[src/rtl/core/sspq_pkg.sv]
// Shared types and codes for the stable sorted priority queue.
// No dependencies; used by the controller, datapath and top level.
`timescale 1ns / 1ps

package sspq_pkg;

    // Operation codes carried in the input tuser bit.
    localparam logic CMD_PUSH = 1'b0;
    localparam logic CMD_POP  = 1'b1;

    // Controller states: no result held, or a result waiting on the output.
    typedef enum logic {
        ST_IDLE,
        ST_HOLD
    } ctl_state_t;

    // Commands from the controller to the datapath.
    typedef struct packed {
        logic apply;      // an input word is accepted this cycle
        logic result_out; // the result register is presented downstream
    } ctl_cmd_t;

endpackage

[src/rtl/core/sspq_ctrl.sv]
// Handshake controller of the stable sorted priority queue.
// Depends on sspq_pkg for the state type and the command struct.
`timescale 1ns / 1ps

module sspq_ctrl (
    input  logic               clk,
    input  logic               rst_n,
    input  logic               s_tvalid,
    output logic               s_tready,
    output logic               m_tvalid,
    input  logic               m_tready,
    output sspq_pkg::ctl_cmd_t cmd
);

    sspq_pkg::ctl_state_t state_reg;
    sspq_pkg::ctl_state_t state_next;
    logic                 accept;

    assign accept = s_tvalid && s_tready;

    // State register.
    always_ff @(posedge clk or negedge rst_n)
    begin
        if (!rst_n)
        begin
            state_reg <= sspq_pkg::ST_IDLE;
        end
        else
        begin
            state_reg <= state_next;
        end
    end

    // Next state: a new word refills the result register even as the old one leaves.
    always_comb
    begin
        state_next = state_reg;
        case (state_reg)
            sspq_pkg::ST_IDLE:
            begin
                if (accept)
                begin
                    state_next = sspq_pkg::ST_HOLD;
                end
            end
            sspq_pkg::ST_HOLD:
            begin
                if (!accept && m_tready)
                begin
                    state_next = sspq_pkg::ST_IDLE;
                end
            end
            default:
            begin
                state_next = sspq_pkg::ST_IDLE;
            end
        endcase
    end

    // Outputs: the input is open whenever the result register is empty or draining.
    always_comb
    begin
        s_tready       = 1'b0;
        m_tvalid       = 1'b0;
        case (state_reg)
            sspq_pkg::ST_IDLE:
            begin
                s_tready = 1'b1;
            end
            sspq_pkg::ST_HOLD:
            begin
                s_tready = m_tready;
                m_tvalid = 1'b1;
            end
            default:
            begin
                s_tready = 1'b0;
            end
        endcase
        cmd.apply      = s_tvalid && s_tready;
        cmd.result_out = m_tvalid;
    end

endmodule

[src/rtl/core/sspq_datapath.sv]
// Datapath of the stable sorted priority queue: a row of entry cells with
// per-cell compare and shift, the entry count and the result register.
// Depends on sspq_pkg for the command struct and operation codes.
`timescale 1ns / 1ps

module sspq_datapath #(
    parameter int QUEUE_DEPTH   = 16,
    parameter int PRIORITY_BITS = 8,
    parameter int TAG_BITS      = 8,
    parameter int CNT_W         = 5
) (
    input  logic                     clk,
    input  logic                     rst_n,
    input  sspq_pkg::ctl_cmd_t       cmd,
    input  logic                     command,
    input  logic [PRIORITY_BITS-1:0] priority_req,
    input  logic [TAG_BITS-1:0]      tag,
    output logic                     valid_res,
    output logic [PRIORITY_BITS-1:0] head_priority,
    output logic [TAG_BITS-1:0]      head_tag,
    output logic [CNT_W-1:0]         occupancy,
    output logic                     dropped
);

    // Entry cells, head at index 0; contents only meaningful below the count.
    logic [PRIORITY_BITS-1:0] prio_reg [QUEUE_DEPTH];
    logic [TAG_BITS-1:0]      tag_reg  [QUEUE_DEPTH];
    logic [PRIORITY_BITS-1:0] prio_next [QUEUE_DEPTH];
    logic [TAG_BITS-1:0]      tag_next  [QUEUE_DEPTH];
    logic [CNT_W-1:0]         count_reg;
    logic [CNT_W-1:0]         count_next;

    // Result register.
    logic                     res_valid_reg;
    logic [PRIORITY_BITS-1:0] res_prio_reg;
    logic [TAG_BITS-1:0]      res_tag_reg;
    logic [CNT_W-1:0]         res_count_reg;
    logic                     res_drop_reg;

    logic [QUEUE_DEPTH-1:0]   keep;
    logic                     full;
    logic                     empty;
    logic                     reject;
    logic                     is_push;

    assign full    = (count_reg == CNT_W'(QUEUE_DEPTH));
    assign empty   = (count_reg == '0);
    assign is_push = (command == sspq_pkg::CMD_PUSH);
    // A full queue turns the push away when its last entry is not outranked.
    assign reject  = full && keep[QUEUE_DEPTH-1];

    // Per cell: a held entry stays in place when it ranks at or above the new one.
    genvar gi;
    generate
        for (gi = 0; gi < QUEUE_DEPTH; gi++)
        begin : g_cell
            assign keep[gi] = (count_reg > CNT_W'(gi)) && (prio_reg[gi] >= priority_req);

            always_comb
            begin
                prio_next[gi] = prio_reg[gi];
                tag_next[gi]  = tag_reg[gi];
                if (is_push)
                begin
                    if (!reject && !keep[gi])
                    begin
                        if (gi == 0)
                        begin
                            prio_next[gi] = priority_req;
                            tag_next[gi]  = tag;
                        end
                        else if (keep[(gi > 0) ? gi - 1 : 0])
                        begin
                            prio_next[gi] = priority_req;
                            tag_next[gi]  = tag;
                        end
                        else
                        begin
                            prio_next[gi] = prio_reg[(gi > 0) ? gi - 1 : 0];
                            tag_next[gi]  = tag_reg[(gi > 0) ? gi - 1 : 0];
                        end
                    end
                end
                else if (gi < QUEUE_DEPTH - 1)
                begin
                    // Pop moves every entry one cell toward the head.
                    prio_next[gi] = prio_reg[(gi < QUEUE_DEPTH - 1) ? gi + 1 : gi];
                    tag_next[gi]  = tag_reg[(gi < QUEUE_DEPTH - 1) ? gi + 1 : gi];
                end
            end

            always_ff @(posedge clk)
            begin
                if (cmd.apply)
                begin
                    prio_reg[gi] <= prio_next[gi];
                    tag_reg[gi]  <= tag_next[gi];
                end
            end
        end
    endgenerate

    // Entry count after the operation.
    always_comb
    begin
        count_next = count_reg;
        if (is_push)
        begin
            if (!full)
            begin
                count_next = count_reg + CNT_W'(1);
            end
        end
        else if (!empty)
        begin
            count_next = count_reg - CNT_W'(1);
        end
    end

    always_ff @(posedge clk or negedge rst_n)
    begin
        if (!rst_n)
        begin
            count_reg <= '0;
        end
        else if (cmd.apply)
        begin
            count_reg <= count_next;
        end
    end

    // Result capture: new head after a push, old head on a pop, zeros on an empty pop.
    always_ff @(posedge clk)
    begin
        if (cmd.apply)
        begin
            res_count_reg <= count_next;
            res_drop_reg  <= is_push && full;
            if (is_push)
            begin
                res_valid_reg <= 1'b1;
                res_prio_reg  <= prio_next[0];
                res_tag_reg   <= tag_next[0];
            end
            else if (!empty)
            begin
                res_valid_reg <= 1'b1;
                res_prio_reg  <= prio_reg[0];
                res_tag_reg   <= tag_reg[0];
            end
            else
            begin
                res_valid_reg <= 1'b0;
                res_prio_reg  <= '0;
                res_tag_reg   <= '0;
            end
        end
    end

    // Outputs are zero while nothing is presented, which keeps the bus quiet.
    assign valid_res     = cmd.result_out ? res_valid_reg : 1'b0;
    assign head_priority = cmd.result_out ? res_prio_reg : '0;
    assign head_tag      = cmd.result_out ? res_tag_reg : '0;
    assign occupancy     = cmd.result_out ? res_count_reg : '0;
    assign dropped       = cmd.result_out ? res_drop_reg : 1'b0;

endmodule

[src/rtl/core/stable_sorted_priority_queue_core.sv]
// Top level of the stable sorted priority queue.
// Instantiates sspq_ctrl and sspq_datapath; uses sspq_pkg.
//
//  Channel | Direction | Payload
//  --------+-----------+-------------------------------------------------
//  s_*     | in        | tuser: command; tdata: priority_req, tag
//  m_*     | out       | tuser: valid_res; tdata: head_priority, head_tag,
//          |           |        occupancy, dropped
//
// The compare and shift across all cells and the result capture happen at the
// accepting edge, and the result shows on the output in the next cycle. The
// single result register sets the rate: one word per cycle while the output
// drains, and the input stalls only while a result waits and m_tready is low.
// Reset empties the queue at once; no clearing pass is run.
`timescale 1ns / 1ps

module stable_sorted_priority_queue_core #(
    parameter int QUEUE_DEPTH   = 16,
    parameter int PRIORITY_BITS = 8,
    parameter int TAG_BITS      = 8
) (
    input  logic clk,
    input  logic rst_n,
    input  logic s_tvalid,
    output logic s_tready,
    // [PRIORITY_BITS-1:0] priority_req, then tag, zero padded to bytes
    input  logic [((PRIORITY_BITS + TAG_BITS + 7) / 8) * 8 - 1:0] s_tdata,
    // [0] command
    input  logic s_tuser,
    output logic m_tvalid,
    input  logic m_tready,
    // head_priority, head_tag, occupancy, dropped from bit 0 up, zero padded
    output logic [((PRIORITY_BITS + TAG_BITS + $clog2(QUEUE_DEPTH + 1) + 1 + 7) / 8) * 8 - 1:0]
                 m_tdata,
    // [0] valid_res
    output logic m_tuser
);

    localparam int CNT_W  = $clog2(QUEUE_DEPTH + 1);
    localparam int OUT_W  = PRIORITY_BITS + TAG_BITS + CNT_W + 1;
    localparam int OUT_DW = ((OUT_W + 7) / 8) * 8;

    sspq_pkg::ctl_cmd_t       cmd;
    logic                     valid_res;
    logic [PRIORITY_BITS-1:0] head_priority;
    logic [TAG_BITS-1:0]      head_tag;
    logic [CNT_W-1:0]         occupancy;
    logic                     dropped;

    // Handshake control.
    sspq_ctrl u_ctrl (
        .clk      (clk),
        .rst_n    (rst_n),
        .s_tvalid (s_tvalid),
        .s_tready (s_tready),
        .m_tvalid (m_tvalid),
        .m_tready (m_tready),
        .cmd      (cmd)
    );

    // Entry cells and result register.
    sspq_datapath #(
        .QUEUE_DEPTH   (QUEUE_DEPTH),
        .PRIORITY_BITS (PRIORITY_BITS),
        .TAG_BITS      (TAG_BITS),
        .CNT_W         (CNT_W)
    ) u_datapath (
        .clk           (clk),
        .rst_n         (rst_n),
        .cmd           (cmd),
        .command       (s_tuser),
        .priority_req  (s_tdata[PRIORITY_BITS-1:0]),
        .tag           (s_tdata[PRIORITY_BITS+TAG_BITS-1:PRIORITY_BITS]),
        .valid_res     (valid_res),
        .head_priority (head_priority),
        .head_tag      (head_tag),
        .occupancy     (occupancy),
        .dropped       (dropped)
    );

    // Output word packing.
    assign m_tdata = OUT_DW'({dropped, occupancy, head_tag, head_priority});
    assign m_tuser = valid_res;

endmodule

[config.mk]
export PLATFORM = sky130hd
export DESIGN_NAME = stable_sorted_priority_queue_core
export DESIGN_NICKNAME = d
export VERILOG_FILES = /design/src/rtl/core/sspq_pkg.sv /design/src/rtl/core/sspq_ctrl.sv /design/src/rtl/core/sspq_datapath.sv /design/src/rtl/core/stable_sorted_priority_queue_core.sv
export SDC_FILE = /design/constraint.sdc
export NUM_CORES = 1
export LEC_CHECK = 0
export BUFFER_PORTS_ARGS = -buffer_cell sky130_fd_sc_hd__clkbuf_2
export CORE_UTILIZATION = 56
export CTS_CLUSTER_DIAMETER = 200
export DETAILED_ROUTE_END_ITERATION = 10
export PLACE_DENSITY = 0.73
export SYNTH_ARGS = -nofsm -noshare
export SYNTH_HDL_FRONTEND = slang
export SYNTH_SLANG_ARGS = --single-unit
[constraint.sdc]
create_clock -name clk -period 3.6 [get_ports clk]
set_clock_uncertainty 0.05 [all_clocks]
set_input_delay 0.18 -clock clk [delete_from_list [all_inputs] [get_ports clk]]
set_output_delay 0.18 -clock clk [all_outputs]
set_load 0.01 [all_outputs]
Yosys cells after proc, flatten, opt, wreduce, memory -nomap -nowiden
Memories as Yosys holds them, arrays and structs flattened.
Cells that the tools add are included.
- $lt $le $gt $ge: 32
- equal/unequal tests: 1
- bitwise logic cells: 2
- $add $sub $neg: 2
- multiplexer cells: 113
- reduce and logical (&&, ||, !) cells: 55
- operators with widths (operator ; count):
    8-bit 2-to-1 mux ; 100
    8-bit >= comparator ; 16
    5-bit by 4-bit greater-than comparator with 1-bit output, second input constant ; 8
    1-bit logical AND ; 36
    5-bit by 3-bit greater-than comparator with 1-bit output, second input constant ; 4
    5-bit 2-to-1 mux ; 4
    1-bit zero test ; 18
    5-bit by 1-bit greater-than comparator with 1-bit output, second input constant ; 2
    5-bit by 2-bit greater-than comparator with 1-bit output, second input constant ; 2
    1-bit 2-to-1 mux ; 7
    5-bit by 1-bit adder with 5-bit output, second input constant ; 1
    5-bit == test, second input constant ; 1
    5-bit zero test ; 1
    5-bit by 1-bit subtractor with 5-bit output, second input constant ; 1
    1-bit case mux with 2 select lines ; 2
    1-bit inverter ; 2
- memories kept: 2
- register bits: 29
- RAM bits: 256
- input port bits: 21
- output and inout bits: 27
- memory list (name ; words ; width ; rd ports ; clocked after memory_dff ; wr ports ; line ; source):
    u_datapath.prio_reg ; 16 ; 8 ; 16 ; 0 ; 16 ; sspq_datapath.sv:26 ; logic [PRIORITY_BITS-1:0] prio_reg [QUEUE_DEPTH];
    u_datapath.tag_reg ; 16 ; 8 ; 16 ; 0 ; 16 ; sspq_datapath.sv:27 ; logic [TAG_BITS-1:0] tag_reg [QUEUE_DEPTH];

Logic depth before layout (Yosys ltp)
An unclocked memory read counts as a cell.
- depth in word-level cells: 9
- mapped depth: 10

By module
From an unflattened synthesis, not the netlist that was laid out.
- cell total of the unflattened synthesis: 1693
- area total of the unflattened synthesis: 18037.3 µm²
- by module, submodules not included (module ; area each (µm²) ; times used ; cells an instance):
    sspq_datapath ; 17942.2 ; 1 ; 1683
    sspq_ctrl ; 68.8 ; 1 ; 6
    stable_sorted_priority_queue_core ; 26.3 ; 1 ; 4

Least setup slack after synthesis
Ideal clock, no wire load.
- kind: input port to flip-flop
- start: input port s_tdata[6]
- end: memory u_datapath.prio_reg[7][0] (netlist: u_datapath.prio_reg[0][56]), enable pin
- stages: 7
- slack: 202 ps
- path buffers: 1
- required time: 3151 ps
- arrival time: 2949 ps
- path through: inv_1 ha_1 and3_1 a2111oi_0 o21ai_1 clkbuf_1 a31oi_1
- RTL lines (item ; line ; source):
    from (decl) ; stable_sorted_priority_queue_core.sv:27 ; input logic [((PRIORITY_BITS + TAG_BITS + 7) / 8) * 8 - 1:0] s_tdata,
    to (decl) ; sspq_datapath.sv:26 ;

==> run metrics <==
status=finished clean; Flop pwr share=0.390; pin count of the biggest net entering global routing=132; Wirelength per Cell=25.3 µm; DP Wirelength=36900 µm; synth top area cells=edfxtp_1, ha_1, o21ai_0; DRT Pass-1 Iters=6; combinational share of power=0.311; Clock Latency Late Sink=0.53 ns; pre-CTS worst setup slack=0.383 ns; vias in the first global route=14900; Synth Warn #=0; fmax=302 MHz; # hold bufs at CTS=4; crit share post-route=0.920; Num CTS Buffers=34; IO Pins=48; slew margin rel.=0.250; first-pass GRT wire length=84700 µm; final hold vios=0; DR vias/cell=7.04; Routed Wire Length=54700 µm; worst setup path class=flop to flop; Mean Syn Cell Area=10.5 µm²; post-layout min period=3.31 ns; crit path cell chain=ha_1 -> and3_1 -> ha_1 -> or3_1 -> o211ai_1 -> nand2_1 -> o21ai_1 -> buf_4 -> a31oi_1 -> buf_4; Total GRT Usage=0.334; Slew Viols, Final=0; GR Overflow Total=0; Core ar.=0.0315 mm²; Pwr Density=610 mW/mm²; Vias=15200; Mapped Area=0.0179 mm²; Async S/R FF share, synth=0.0211; CTS max path bufs=3; Nets=1888; commonest non-fill, non-tap cell in the layout=edfxtp_1; Seq/Total Area, Yosys=0.476; worst slew pin tran=1.13 ns; Die Area=0.0327 mm²; endpoints failing setup=0; Area Growth Syn to Fin=11.2%; share of cells above drive strength 1=0.123; initial antenna violation count=0; total setup buffers inserted after CTS=0; filler instances=2487; Die Height=181 µm; unrepaired setup endpoints after global routing=no; Critical Path RT=3.81 ns; Arrival @ worst endpoint=3.52 ns; Initial DRC Count=1891; Hold Crit Class=input pin to flop; Worst-path clk slew=0.06 ns; crit start category=flop; final setup TNS=0 ns; FF+latch count, synth=285; Sink Count=285; library cells used by synthesis=61; Post-Syn Instances=1709; Starting Density=0.569; most frequent cells in the layout=edfxtp_1, o21ai_0, a31oi_1, nand2_1, a2bb2oi_1; ANT nets after route=0; clock group share of total power=0.299; CP peak stage delay=0.63 ns; # rows=65; Residual DRC=0; # diodes=0; root buffer cell=clkbuf_16; Synth top area share=0.468; CTS tree=built; Die Span X=181 µm; top_reg_cell synth=edfxtp_1; CP Max Fanout=16; Pleak=7.68 nW; routability cong.=0.916; Yosys top cell by area=edfxtp_1; Resize count post-CTS=0; max-cap violation count=0; EDFF count, synth=279; Pint=7.96 mW; final setup margin=0.290 ns; CTS H-tree lvls=2; Port Buffer Count=45; Slowest cell on crit path=o21ai_1; Peak VDD IR=407 µV; CP Capture Type=flop; Net Sw Frac=0.344; P_sw=4.18 mW
## power by group through the flow
| stage | logic (mW) | clock network [mW] | registers, mW |
|---|---|---|---|
| after floorplan | 2.65 | 0 | 4.59 |
| after global placement | 3.54 | 0 | 4.77 |
| after detailed placement | 3.67 | 0 | 4.77 |
| after CTS | 3.71 | 3.65 | 4.71 |
| after global routing | 4.14 | 3.78 | 4.75 |
| final | 3.78 | 3.62 | 4.73 |
## worst paths after layout
kind | from | to | slack, ns | depth (start not counted)
worst max-delay path | u_datapath.count_reg[0] | u_datapath.tag_reg[0][9] | 0.29 | 10
worst min-delay path | s_tdata[7] | u_datapath.prio_reg[1][63] | 0.20 | 3
worst max register to register | u_datapath.count_reg[0] | u_datapath.tag_reg[0][9] | 0.29 | 10
worst min register to register | u_datapath.tag_reg[1][28] | u_datapath.tag_reg[1][20] | 0.53 | 2
max in group asynchronous | rst_n | u_ctrl.state_reg | 2.64 | 3
min in group asynchronous | rst_n | u_datapath.count_reg[4] | 0.61 | 3
## critical path: cells and delay by family (launching register included)
kind            cells  cell delay (ns)
compound gates      3             0.79
fa+ha+maj           2             0.49
buf+inv             2             0.53
flops               1             0.47
simple gates        3             0.72
## layer usage
metal  vias to the layer above  part of all wire  track usage
met4                         0             0.046        0.158
met1                      7402              0.39        0.433
met5                         -                 0            0
met2                       859              0.47        0.542
met3                       198             0.088       0.0619
li1                       6761                 -            -
## logic make-up (layout without fill, tap and decap cells)
family | Yosys count | in the layout | synth area share
buffers and inverters | 191 | 240 | 0.0438
XOR/XNOR | 3 | 3 | 0.00147
AO/OA/AOI/OAI | 711 | 711 | 0.259
flip-flops | 285 | 285 | 0.476
adder cells (fa/ha/maj) | 133 | 133 | 0.0929
AND/OR/NAND/NOR | 310 | 310 | 0.0836
other | 1 | 2 | 0.000209
multiplexers | 75 | 75 | 0.0427
## cell type report
type	count	area (µm²)	area share
multi-input cells	1234	8620	0.433
repair buffers	133	918	0.0461
well taps	402	503	0.0253
clock inverters	20	216	0.0109
flip-flops and latches	285	8530	0.428
clock buffers	41	941	0.0473
inverters	46	178	0.00892
## per-stage QoR
stage	hold slack, ns	total power [mW]	util	area (µm²)	std cells
global route	0.205	12.7	0.633	19900	2161
detailed placement	-0.0194	8.44	0.594	18700	2096
CTS	0.168	12.1	0.633	19900	2161
finish	0.198	12.1	0.633	19900	2161
global placement	-0.0207	8.31	0.594	18700	2096
floorplan	-0.166	7.25	-	17900	1710
## synth_stat cells, types with 4 or more instances
cell       instances
nor2b_1            8
and3_1             5
a21oi_1           56
buf_6              4
o211ai_1           5
a21o_1            15
a2111oi_0         14
edfxtp_1         279
o211ai_2          15
ha_1             133
nand3_1           35
buf_4              5
dfrtp_1            6
o22a_1             5
mux2i_1           64
o22ai_1            5
inv_1             43
a31oi_1          153
o21ai_0          249
o21ai_1           10
nor3_1            24
nand4_1           20
a211oi_1           5
nor2_1            18
a2bb2oi_1        135
clkbuf_1         118
and2_1            27
o21a_1            19
nand2b_1          19
nand2_1          138
mux2_2            11
a22oi_1            9
buf_2             15
No activity file was read; power rests on OpenSTA's default activity.
